[src/rtl/core/cfts_pkg.sv]
package cfts_pkg;

	localparam int MARK_LEN     = 12;
	localparam int HIST_LEN     = 11;
	localparam int IGES_COL     = 72;
	localparam int COL_SAT      = 73;
	localparam int STL_HDR      = 84;
	localparam int STL_CNT_AT   = 80;
	localparam int SOLID_LEN    = 5;
	localparam int SIZE_W       = 38;
	localparam int TRI_W        = 32;
	localparam int COL_W        = 7;

	localparam logic [7:0] STEP_MARK [MARK_LEN] = '{
		8'h49, 8'h53, 8'h4F, 8'h2D, 8'h31, 8'h30,
		8'h33, 8'h30, 8'h33, 8'h2D, 8'h32, 8'h31
	};

	localparam logic [7:0] CHAR_NL = 8'h0A;
	localparam logic [7:0] CHAR_S  = 8'h53;
	localparam logic [7:0] CHAR_G  = 8'h47;
	localparam logic [7:0] CHAR_F  = 8'h46;

	localparam logic REG_FILE_SIZE = 1'b0;

	typedef enum logic [1:0] {
		FMT_UNKNOWN = 2'd0,
		FMT_STEP    = 2'd1,
		FMT_IGES    = 2'd2,
		FMT_STL     = 2'd3
	} fmt_t;

	typedef struct packed {
		logic shift;
		logic clear;
	} cell_ctl_t;

	typedef struct packed {
		logic             any;
		logic             step;
		logic             iges;
		logic             solid;
		logic             bin_len;
		logic [TRI_W-1:0] tri_cnt;
	} snap_t;

	function automatic logic [7:0] solid_char(input logic [2:0] idx);
		logic [7:0] c;
		case (idx)
			3'd0:    c = 8'h73;
			3'd1:    c = 8'h6F;
			3'd2:    c = 8'h6C;
			3'd3:    c = 8'h69;
			3'd4:    c = 8'h64;
			default: c = 8'h00;
		endcase
		return c;
	endfunction

endpackage

[src/rtl/core/cfts_cell.sv]
module cfts_cell #(
	parameter logic [7:0] MARK = 8'h00
) (
	input  logic              clk,
	input  logic              arst_n,
	input  cfts_pkg::cell_ctl_t ctl,
	input  logic [7:0]        d_in,
	input  logic              v_in,
	output logic [7:0]        d_out,
	output logic              v_out,
	output logic              match
);
	import cfts_pkg::*;

	logic [7:0] d_q;
	logic       v_q;

	always_ff @(posedge clk) begin
		if (ctl.shift) begin
			d_q <= d_in;
		end
	end

	always_ff @(posedge clk or negedge arst_n) begin
		if (!arst_n) begin
			v_q <= 1'b0;
		end else if (ctl.clear) begin
			v_q <= 1'b0;
		end else if (ctl.shift) begin
			v_q <= v_in;
		end
	end

	assign d_out = d_q;
	assign v_out = v_q;
	assign match = v_q && (d_q == MARK);

endmodule

[src/rtl/core/cfts_track.sv]
module cfts_track #(
	parameter int HEAD_BYTES    = 4096,
	parameter int LINES_CHECKED = 8
) (
	input  logic                clk,
	input  logic                arst_n,
	input  logic                acc,
	input  logic [7:0]          data_byte,
	input  logic                last_byte,
	input  logic                end_only,
	input  logic                step_hit,
	output cfts_pkg::cell_ctl_t ctl,
	output logic                done,
	output cfts_pkg::snap_t     snap
);
	import cfts_pkg::*;

	localparam int PW = $clog2(HEAD_BYTES + 1);
	localparam int LW = $clog2(LINES_CHECKED + 1);

	logic [PW-1:0]    pos_q, pos_n;
	logic [LW-1:0]    line_q, line_n;
	logic [COL_W-1:0] col_q, col_n;
	logic             step_q, step_n;
	logic             iges_q, iges_n;
	logic             solid_q, solid_n;
	logic [TRI_W-1:0] tri_q, tri_n;
	logic             take;
	logic             is_letter;

	assign take      = acc && !end_only && (pos_q < PW'(HEAD_BYTES));
	assign done      = acc && (end_only || last_byte);
	assign is_letter = (data_byte == CHAR_S) || (data_byte == CHAR_G) || (data_byte == CHAR_F);

	always_comb begin
		pos_n   = pos_q;
		line_n  = line_q;
		col_n   = col_q;
		step_n  = step_q;
		iges_n  = iges_q;
		solid_n = solid_q;
		tri_n   = tri_q;
		if (take) begin
			pos_n = pos_q + PW'(1);
			if (step_hit) begin
				step_n = 1'b1;
			end
			if ((line_q < LW'(LINES_CHECKED)) && (col_q == COL_W'(IGES_COL)) && is_letter) begin
				iges_n = 1'b1;
			end
			if (data_byte == CHAR_NL) begin
				if (line_q < LW'(LINES_CHECKED)) begin
					line_n = line_q + LW'(1);
				end
				col_n = '0;
			end else if (col_q < COL_W'(COL_SAT)) begin
				col_n = col_q + COL_W'(1);
			end
			if ((pos_q < PW'(SOLID_LEN)) && (data_byte != solid_char(pos_q[2:0]))) begin
				solid_n = 1'b0;
			end
			if ((pos_q >= PW'(STL_CNT_AT)) && (pos_q < PW'(STL_HDR))) begin
				tri_n[{pos_q[1:0], 3'b000} +: 8] = data_byte;
			end
		end
	end

	always_ff @(posedge clk or negedge arst_n) begin
		if (!arst_n) begin
			pos_q   <= '0;
			line_q  <= '0;
			col_q   <= '0;
			step_q  <= 1'b0;
			iges_q  <= 1'b0;
			solid_q <= 1'b1;
			tri_q   <= '0;
		end else if (done) begin
			pos_q   <= '0;
			line_q  <= '0;
			col_q   <= '0;
			step_q  <= 1'b0;
			iges_q  <= 1'b0;
			solid_q <= 1'b1;
			tri_q   <= '0;
		end else begin
			pos_q   <= pos_n;
			line_q  <= line_n;
			col_q   <= col_n;
			step_q  <= step_n;
			iges_q  <= iges_n;
			solid_q <= solid_n;
			tri_q   <= tri_n;
		end
	end

	assign ctl.shift = take;
	assign ctl.clear = done;

	assign snap.any     = (pos_n != '0);
	assign snap.step    = step_n;
	assign snap.iges    = iges_n;
	assign snap.solid   = solid_n && (pos_n >= PW'(SOLID_LEN));
	assign snap.bin_len = (pos_n >= PW'(STL_HDR));
	assign snap.tri_cnt = tri_n;

endmodule

[src/rtl/core/cad_file_type_sniffer_core.sv]
// Channel  | Handshake              | Payload
// ---------+------------------------+------------------------------------
// in       | in_valid / in_ready    | data_byte, last_byte, end_only
// out      | out_valid / out_ready  | format_code
// cfg      | APB psel/penable/pready| paddr, pwdata, prdata (file_size)
//
// One byte per cycle unless in_ready drops; eleven history cells shift per data byte in the head.
// The ending transfer fills the snapshot stage; the code is then decided and registered.
// in_ready drops only while the snapshot stage is full and the output stalls.
// Reset clears scan counters, flags, cell valid bits and file_size; scan state clears at each end.
module cad_file_type_sniffer_core #(
	parameter int HEAD_BYTES    = 4096,
	parameter int LINES_CHECKED = 8
) (
	input  logic        clk,
	input  logic        arst_n,
	input  logic        psel,
	input  logic        penable,
	input  logic        pwrite,
	input  logic [3:0]  paddr,
	input  logic [63:0] pwdata,
	output logic [63:0] prdata,
	output logic        pready,
	input  logic        in_valid,
	output logic        in_ready,
	input  logic [7:0]  data_byte,
	input  logic        last_byte,
	input  logic        end_only,
	output logic        out_valid,
	input  logic        out_ready,
	output logic [1:0]  format_code
);
	import cfts_pkg::*;

	logic [SIZE_W-1:0] file_size_q;
	logic              acc;
	logic              done;
	logic              step_hit;
	cell_ctl_t         ctl;
	snap_t             snap;
	snap_t             snap_s1;
	logic              vld_s1;
	logic              out_adv;
	logic              out_valid_q;
	fmt_t              fmt_q;
	fmt_t              fmt_d;
	logic [SIZE_W-1:0] stl_size;
	logic [7:0]        hist_d [HIST_LEN+1];
	logic              hist_v [HIST_LEN+1];
	logic [HIST_LEN-1:0] cell_match;

	assign pready = 1'b1;

	always_ff @(posedge clk or negedge arst_n) begin
		if (!arst_n) begin
			file_size_q <= '0;
		end else if (psel && penable && pwrite && (paddr[3] == REG_FILE_SIZE)) begin
			file_size_q <= pwdata[SIZE_W-1:0];
		end
	end

	always_comb begin
		prdata = '0;
		if (paddr[3] == REG_FILE_SIZE) begin
			prdata = {{(64-SIZE_W){1'b0}}, file_size_q};
		end
	end

	assign out_adv  = !out_valid_q || out_ready;
	assign in_ready = !vld_s1 || out_adv;
	assign acc      = in_valid && in_ready;

	assign hist_d[0] = data_byte;
	assign hist_v[0] = 1'b1;

	for (genvar k = 0; k < HIST_LEN; k++) begin : g_cell
		cfts_cell #(
			.MARK(STEP_MARK[MARK_LEN-2-k])
		) u_cell (
			.clk   (clk),
			.arst_n(arst_n),
			.ctl   (ctl),
			.d_in  (hist_d[k]),
			.v_in  (hist_v[k]),
			.d_out (hist_d[k+1]),
			.v_out (hist_v[k+1]),
			.match (cell_match[k])
		);
	end

	assign step_hit = (data_byte == STEP_MARK[MARK_LEN-1]) && (&cell_match);

	cfts_track #(
		.HEAD_BYTES   (HEAD_BYTES),
		.LINES_CHECKED(LINES_CHECKED)
	) u_track (
		.clk      (clk),
		.arst_n   (arst_n),
		.acc      (acc),
		.data_byte(data_byte),
		.last_byte(last_byte),
		.end_only (end_only),
		.step_hit (step_hit),
		.ctl      (ctl),
		.done     (done),
		.snap     (snap)
	);

	always_ff @(posedge clk) begin
		if (done) begin
			snap_s1 <= snap;
		end
	end

	always_ff @(posedge clk or negedge arst_n) begin
		if (!arst_n) begin
			vld_s1 <= 1'b0;
		end else if (done) begin
			vld_s1 <= 1'b1;
		end else if (out_adv) begin
			vld_s1 <= 1'b0;
		end
	end

	assign stl_size = SIZE_W'(STL_HDR)
		+ {1'b0, snap_s1.tri_cnt, 5'b00000}
		+ {2'b00, snap_s1.tri_cnt, 4'b0000}
		+ {5'b00000, snap_s1.tri_cnt, 1'b0};

	always_comb begin
		fmt_d = FMT_UNKNOWN;
		if (!snap_s1.any) begin
			fmt_d = FMT_UNKNOWN;
		end else if (snap_s1.step) begin
			fmt_d = FMT_STEP;
		end else if (snap_s1.iges) begin
			fmt_d = FMT_IGES;
		end else if (snap_s1.solid) begin
			fmt_d = FMT_STL;
		end else if (snap_s1.bin_len && (file_size_q == stl_size)) begin
			fmt_d = FMT_STL;
		end
	end

	always_ff @(posedge clk) begin
		if (vld_s1 && out_adv) begin
			fmt_q <= fmt_d;
		end
	end

	always_ff @(posedge clk or negedge arst_n) begin
		if (!arst_n) begin
			out_valid_q <= 1'b0;
		end else if (out_adv) begin
			out_valid_q <= vld_s1;
		end
	end

	assign out_valid   = out_valid_q;
	assign format_code = fmt_q;

	a_snap_to_out: assert property (@(posedge clk) disable iff (!arst_n)
		vld_s1 && out_adv |=> out_valid_q)
		else $error("snapshot lost on way to output");

	a_end_to_snap: assert property (@(posedge clk) disable iff (!arst_n)
		acc && end_only |=> vld_s1)
		else $error("ending transfer did not fill snapshot stage");

	a_step_nonempty: assert property (@(posedge clk) disable iff (!arst_n)
		vld_s1 && snap_s1.step |-> snap_s1.any)
		else $error("step mark seen with no bytes taken");

	a_clear_after_end: assert property (@(posedge clk) disable iff (!arst_n)
		done |=> !hist_v[1])
		else $error("history cells not cleared after end");

endmodule
[config.mk]
export PLATFORM = sky130hd
export DESIGN_NAME = cad_file_type_sniffer_core
export DESIGN_NICKNAME = d
export VERILOG_FILES = /design/src/rtl/core/cfts_pkg.sv /design/src/rtl/core/cfts_cell.sv /design/src/rtl/core/cfts_track.sv /design/src/rtl/core/cad_file_type_sniffer_core.sv
export SDC_FILE = /design/constraint.sdc
export NUM_CORES = 1
export LEC_CHECK = 0
export ABC_AREA = 1
export CORE_ASPECT_RATIO = 0.6
export CORE_MARGIN = 8
export CORE_UTILIZATION = 50
export DETAILED_ROUTE_END_ITERATION = 10
export DONT_BUFFER_PORTS = 1
export PLACE_DENSITY_LB_ADDON = 0.12
export REMOVE_ABC_BUFFERS = 1
export SLEW_MARGIN = 30
export SYNTH_ARGS = -nofsm -noshare
export SYNTH_HDL_FRONTEND = slang
export SYNTH_HIERARCHICAL = 1
export SYNTH_SLANG_ARGS = --single-unit
[constraint.sdc]
create_clock -name clk -period 7.8 [get_ports clk]
set_clock_uncertainty 0.05 [all_clocks]
set_input_delay 0.78 -clock clk [delete_from_list [all_inputs] [get_ports clk]]
set_output_delay 0.78 -clock clk [all_outputs]
set_load 0.1 [all_outputs]
==> impl_metrics.env <==
export IMPL_clk_insertion_delay_late_ps=550
export IMPL_grt_overflow=0
export IMPL_critical_path_required_ps=8030
export IMPL_period_share_pct=53.32
export IMPL_synth_top_cell_area_share_pct=25.66
export IMPL_diodes=0
export IMPL_clkSlewWorstSetupHoldPaths_ps=70
export IMPL_dp_hpwl_mm=25.75
export IMPL_yosys_warnings=6
export IMPL_grtUsageTotal_pct=19.21
export IMPL_drt_iter0_drc=894
export IMPL_initial_core_util_pct=50.18
export IMPL_vias=11480
export IMPL_routed_wl_mm=34.18
export IMPL_place_ws_ps=3716
export IMPL_htreeDepth=1
export IMPL_worstSetupPathType="reg -> reg"
export IMPL_place_gp_congestion=0.9236
export IMPL_synth_adder_area_share_pct=10.34
export IMPL_clkPwrFrac_pct=29.9
export IMPL_power_frac_seq_pct=37.4
export IMPL_synth_avg_cell_area_um2=7.955
export IMPL_cts_setup_buffers=0
export IMPL_switchingPower_mw=1.564
export IMPL_rsz0062_at_grt="no"
export IMPL_powerDensity_mw_per_mm2=248.4
export IMPL_fp_dieH_um=149.5
export IMPL_netlist_area_mm2=0.01486
export IMPL_reg2reg_slack_ps=3640
export IMPL_fin_nets=2054
export IMPL_end_kind="flip-flop"
export IMPL_leakagePower_nw=8.053
export IMPL_register_area_mm2=0.006568
export IMPL_clock_fmax_mhz=240.4
export IMPL_swShare_pct=38.64
export IMPL_grt_pass1_vias=10410
export IMPL_netlist_instances=1868
export IMPL_cts_buffer_depth=3
export IMPL_synth_mux_area_share_pct=0
export IMPL_final_hold_viol_count=0
export IMPL_synth_edf_count=127
export IMPL_synth_cell_types=43
export IMPL_setup_viol=0
export IMPL_area_growth_pct=9.649
export IMPL_internal_power_mw=2.484
export IMPL_cp_start_kind="flip-flop"
export IMPL_grt_pass1_wl_mm=55.31
export IMPL_rows=49
export IMPL_worst_slew_pin_transition_ps=964.4
export IMPL_r2r_end="snap_s1[5]$_DFFE_PP_"
export IMPL_dr_pass1_iters=5
export IMPL_min_period_ps=4159
export IMPL_slew_headroom_pct=35.55
export IMPL_synth_async_reset_ratio_pct=46.41
export IMPL_fillCellCount=2788
export IMPL_seq_area_frac_synth_pct=44.19
export IMPL_root_buffer="clkbuf_16"
export IMPL_hp_class="in -> async"
export IMPL_yosys_area_top_type="edfxtp_1"
export IMPL_cts_inserted_buffers=25
export IMPL_worst_endpoint_arrival_ps=4390
export IMPL_synth_compound_area_share_pct=4.925
export IMPL_numPortBuffers=0
export IMPL_cts_sinks=237
export IMPL_cts_tree="yes"
export IMPL_multi_input_area_mm2=0.007052
export IMPL_via_per_inst=5.014
export IMPL_crit_fanout=36
export IMPL_setup_tns_final_ps=0
export IMPL_drive_gt1_share_pct=8.130
export IMPL_core_area_mm2=0.02961
export IMPL_wl_per_cell_um=14.93
export IMPL_slew_viol_final=0
export IMPL_ios=154
export IMPL_ys_flop_type="edfxtp_1"
export IMPL_drv_cap=0
export IMPL_final_setup_worst_slack_ps=3641
export IMPL_peakVddDrop_uv=144.1
export IMPL_die_area_mm2=0.03568
export IMPL_ys_ff_latch=237
export IMPL_worst_r2r_path_depth=13
export IMPL_synth_top_cells_by_area="edfxtp_1 (26%), dfrtp_1 (18%), nand2_1 (11%)"
export IMPL_synth_top_family_by_area="simple AND/OR/NAND/NOR gates"
export IMPL_ant_nets=0
export IMPL_synthSimpleGateAreaFrac_pct=27.98
export IMPL_remaining_drc_errors=0
export IMPL_p_comb_share_pct=32.7
export IMPL_dieWidth_um=238.6
export IMPL_grt_antenna_before_repair=0
export IMPL_synthXorXnorAreaFrac_pct=1.532
export IMPL_outcome="finished clean"
export IMPL_grt_max_degree=110
export IMPL_reg2reg_from="out_valid$_DFFE_PN0P_"
[area by class of cell]
cell class	instances	share of cell area, %
timing repair buffer	6	0.4454
clock inverter	18	1.183
clock buffer	28	3.908
multi-input combinational	1257	43.28
inverter	336	7.748
sequential	237	40.31
tap	408	3.133
[repair_timing]
item | 4_1_cts | 5_1_grt
gates resized for setup | 0 | 0
endpoints found under the hold margin | 109 | 0
hold buffers | 1 | 0
[cells in the final DEF, fill, tap and decap left out, types with 5 or more instances in the layout]
master     netlist  layout
nand2_1        449     449
inv_1          329     328
nor2_1         247     208
edfxtp_1       127     127
dfrtp_1        109     109
nand3_1        107     107
a21oi_1        103     103
ha_1            78      78
nand4_1         53      53
nor2_4           2      41
fa_1            28      28
conb_1           2      28
nor2_2          26      26
clkbuf_16        0      25
o21ai_0         23      23
nand2_2         20      20
nor3_1          20      20
xor2_1          14      14
nand3b_1        14      14
xnor2_1         12      12
inv_2            6       6
nor4_1           5       5
inv_6            0       5
[cells by family (layout without fill, tap and decap cells)]
| logic type | after synthesis | after routing |
|---|---|---|
| AO/OA/AOI/OAI | 140 | 140 |
| XOR/XNOR | 26 | 26 |
| adder cells (fa/ha/maj) | 106 | 106 |
| buffers and inverters | 400 | 388 |
| flip-flops | 237 | 237 |
| other | 2 | 28 |
| AND/OR/NAND/NOR | 957 | 957 |
[synthesized netlist by cell type, types with 4 or more instances]
| cell | n |
|---|---|
| nor2_2 | 26 |
| nor4_1 | 5 |
| ha_1 | 78 |
| clkbuf_1 | 23 |
| o21bai_1 | 4 |
| o21ai_0 | 23 |
| nand2_2 | 20 |
| edfxtp_1 | 127 |
| nand2_1 | 449 |
| a21oi_1 | 103 |
| nor3_1 | 20 |
| buf_1 | 5 |
| xnor2_1 | 12 |
| dfrtp_1 | 109 |
| nor2_1 | 247 |
| nand3_1 | 107 |
| buf_4 | 34 |
| fa_1 | 28 |
| xor2_1 | 14 |
| inv_2 | 6 |
| nand4_1 | 53 |
| inv_1 | 329 |
| nand3_2 | 4 |
| nand3b_1 | 14 |
[worst max-delay path, cell delays in order, from the launching register on]
cell      delay (ps)
dfrtp_1          740
inv_1            190
nor2_1            70
nand2_1          710
nand2_1          100
inv_1            120
nand2_1          100
nor2_4           550
nand3_1          190
clkinv_1          90
buf_4            320
nand3_1          360
nand2_1          190
nand2_1          100
[power groups by stage]
| stage | registers, mW | logic [mW] | clock network, mW |
|---|---|---|---|
| floorplan | 1.52 | 1.03 | 0 |
| CTS | 1.52 | 1.31 | 1.24 |
| global route | 1.53 | 1.47 | 1.29 |
| global placement | 1.54 | 1.25 | 0 |
| detailed placement | 1.54 | 1.29 | 0 |
| finish | 1.51 | 1.32 | 1.21 |
[flip-flops by register name, indices dropped and copies added, names as in the netlist]
register             cells
file_size_q             38
format_code              2
g_cell.u_cell/d_out     88
g_cell.u_cell/v_out     11
out_valid                1
snap_s1                 37
u_track/col_q            7
u_track/iges_q           1
u_track/line_q           4
u_track/pos_q           13
u_track/solid_q          1
u_track/step_q           1
u_track/tri_q           32
vld_s1                   1
[worst max-delay path by stage]
stage	start	endpoint	slack, ps	depth (start not counted)
final	out_valid$_DFFE_PN0P_	snap_s1[5]$_DFFE_PP_	3640	13
after CTS	out_valid$_DFFE_PN0P_	snap_s1[5]$_DFFE_PP_	3690	13
after global placement	out_valid$_DFFE_PN0P_	snap_s1[5]$_DFFE_PP_	3750	13
after global routing	out_valid$_DFFE_PN0P_	snap_s1[5]$_DFFE_PP_	3280	13
after floorplan	out_valid$_DFFE_PN0P_	snap_s1[0]$_DFFE_PP_	-710	12
after detailed placement	out_valid$_DFFE_PN0P_	snap_s1[5]$_DFFE_PP_	3720	13
[stage by stage]
step | instances | hold WS, ps | area, um^2 | total power, mW | utilization [%]
detailed placement | 2243 | 375.8 | 15430 | 2.829 | 52.12
CTS | 2290 | 6.339 | 16290 | 4.074 | 55.01
global placement | 2243 | 375.9 | 15240 | 2.793 | 51.46
floorplan | 1830 | 366.6 | 14590 | 2.555 | -
global route | 2290 | 2.941 | 16290 | 4.290 | 55.03
finish | 2290 | 30.93 | 16290 | 4.048 | 55.03
[routing by layer]
layer	GRT usage, %	vias up	share of wire [%]
met3	4.819	27	8.3
met2	25.86	316	38
met1	30.72	5289	52
met5	0	-	0
met4	2.907	0	1.1
li1	-	5851	-
Power figures use the tool's default switching activity.
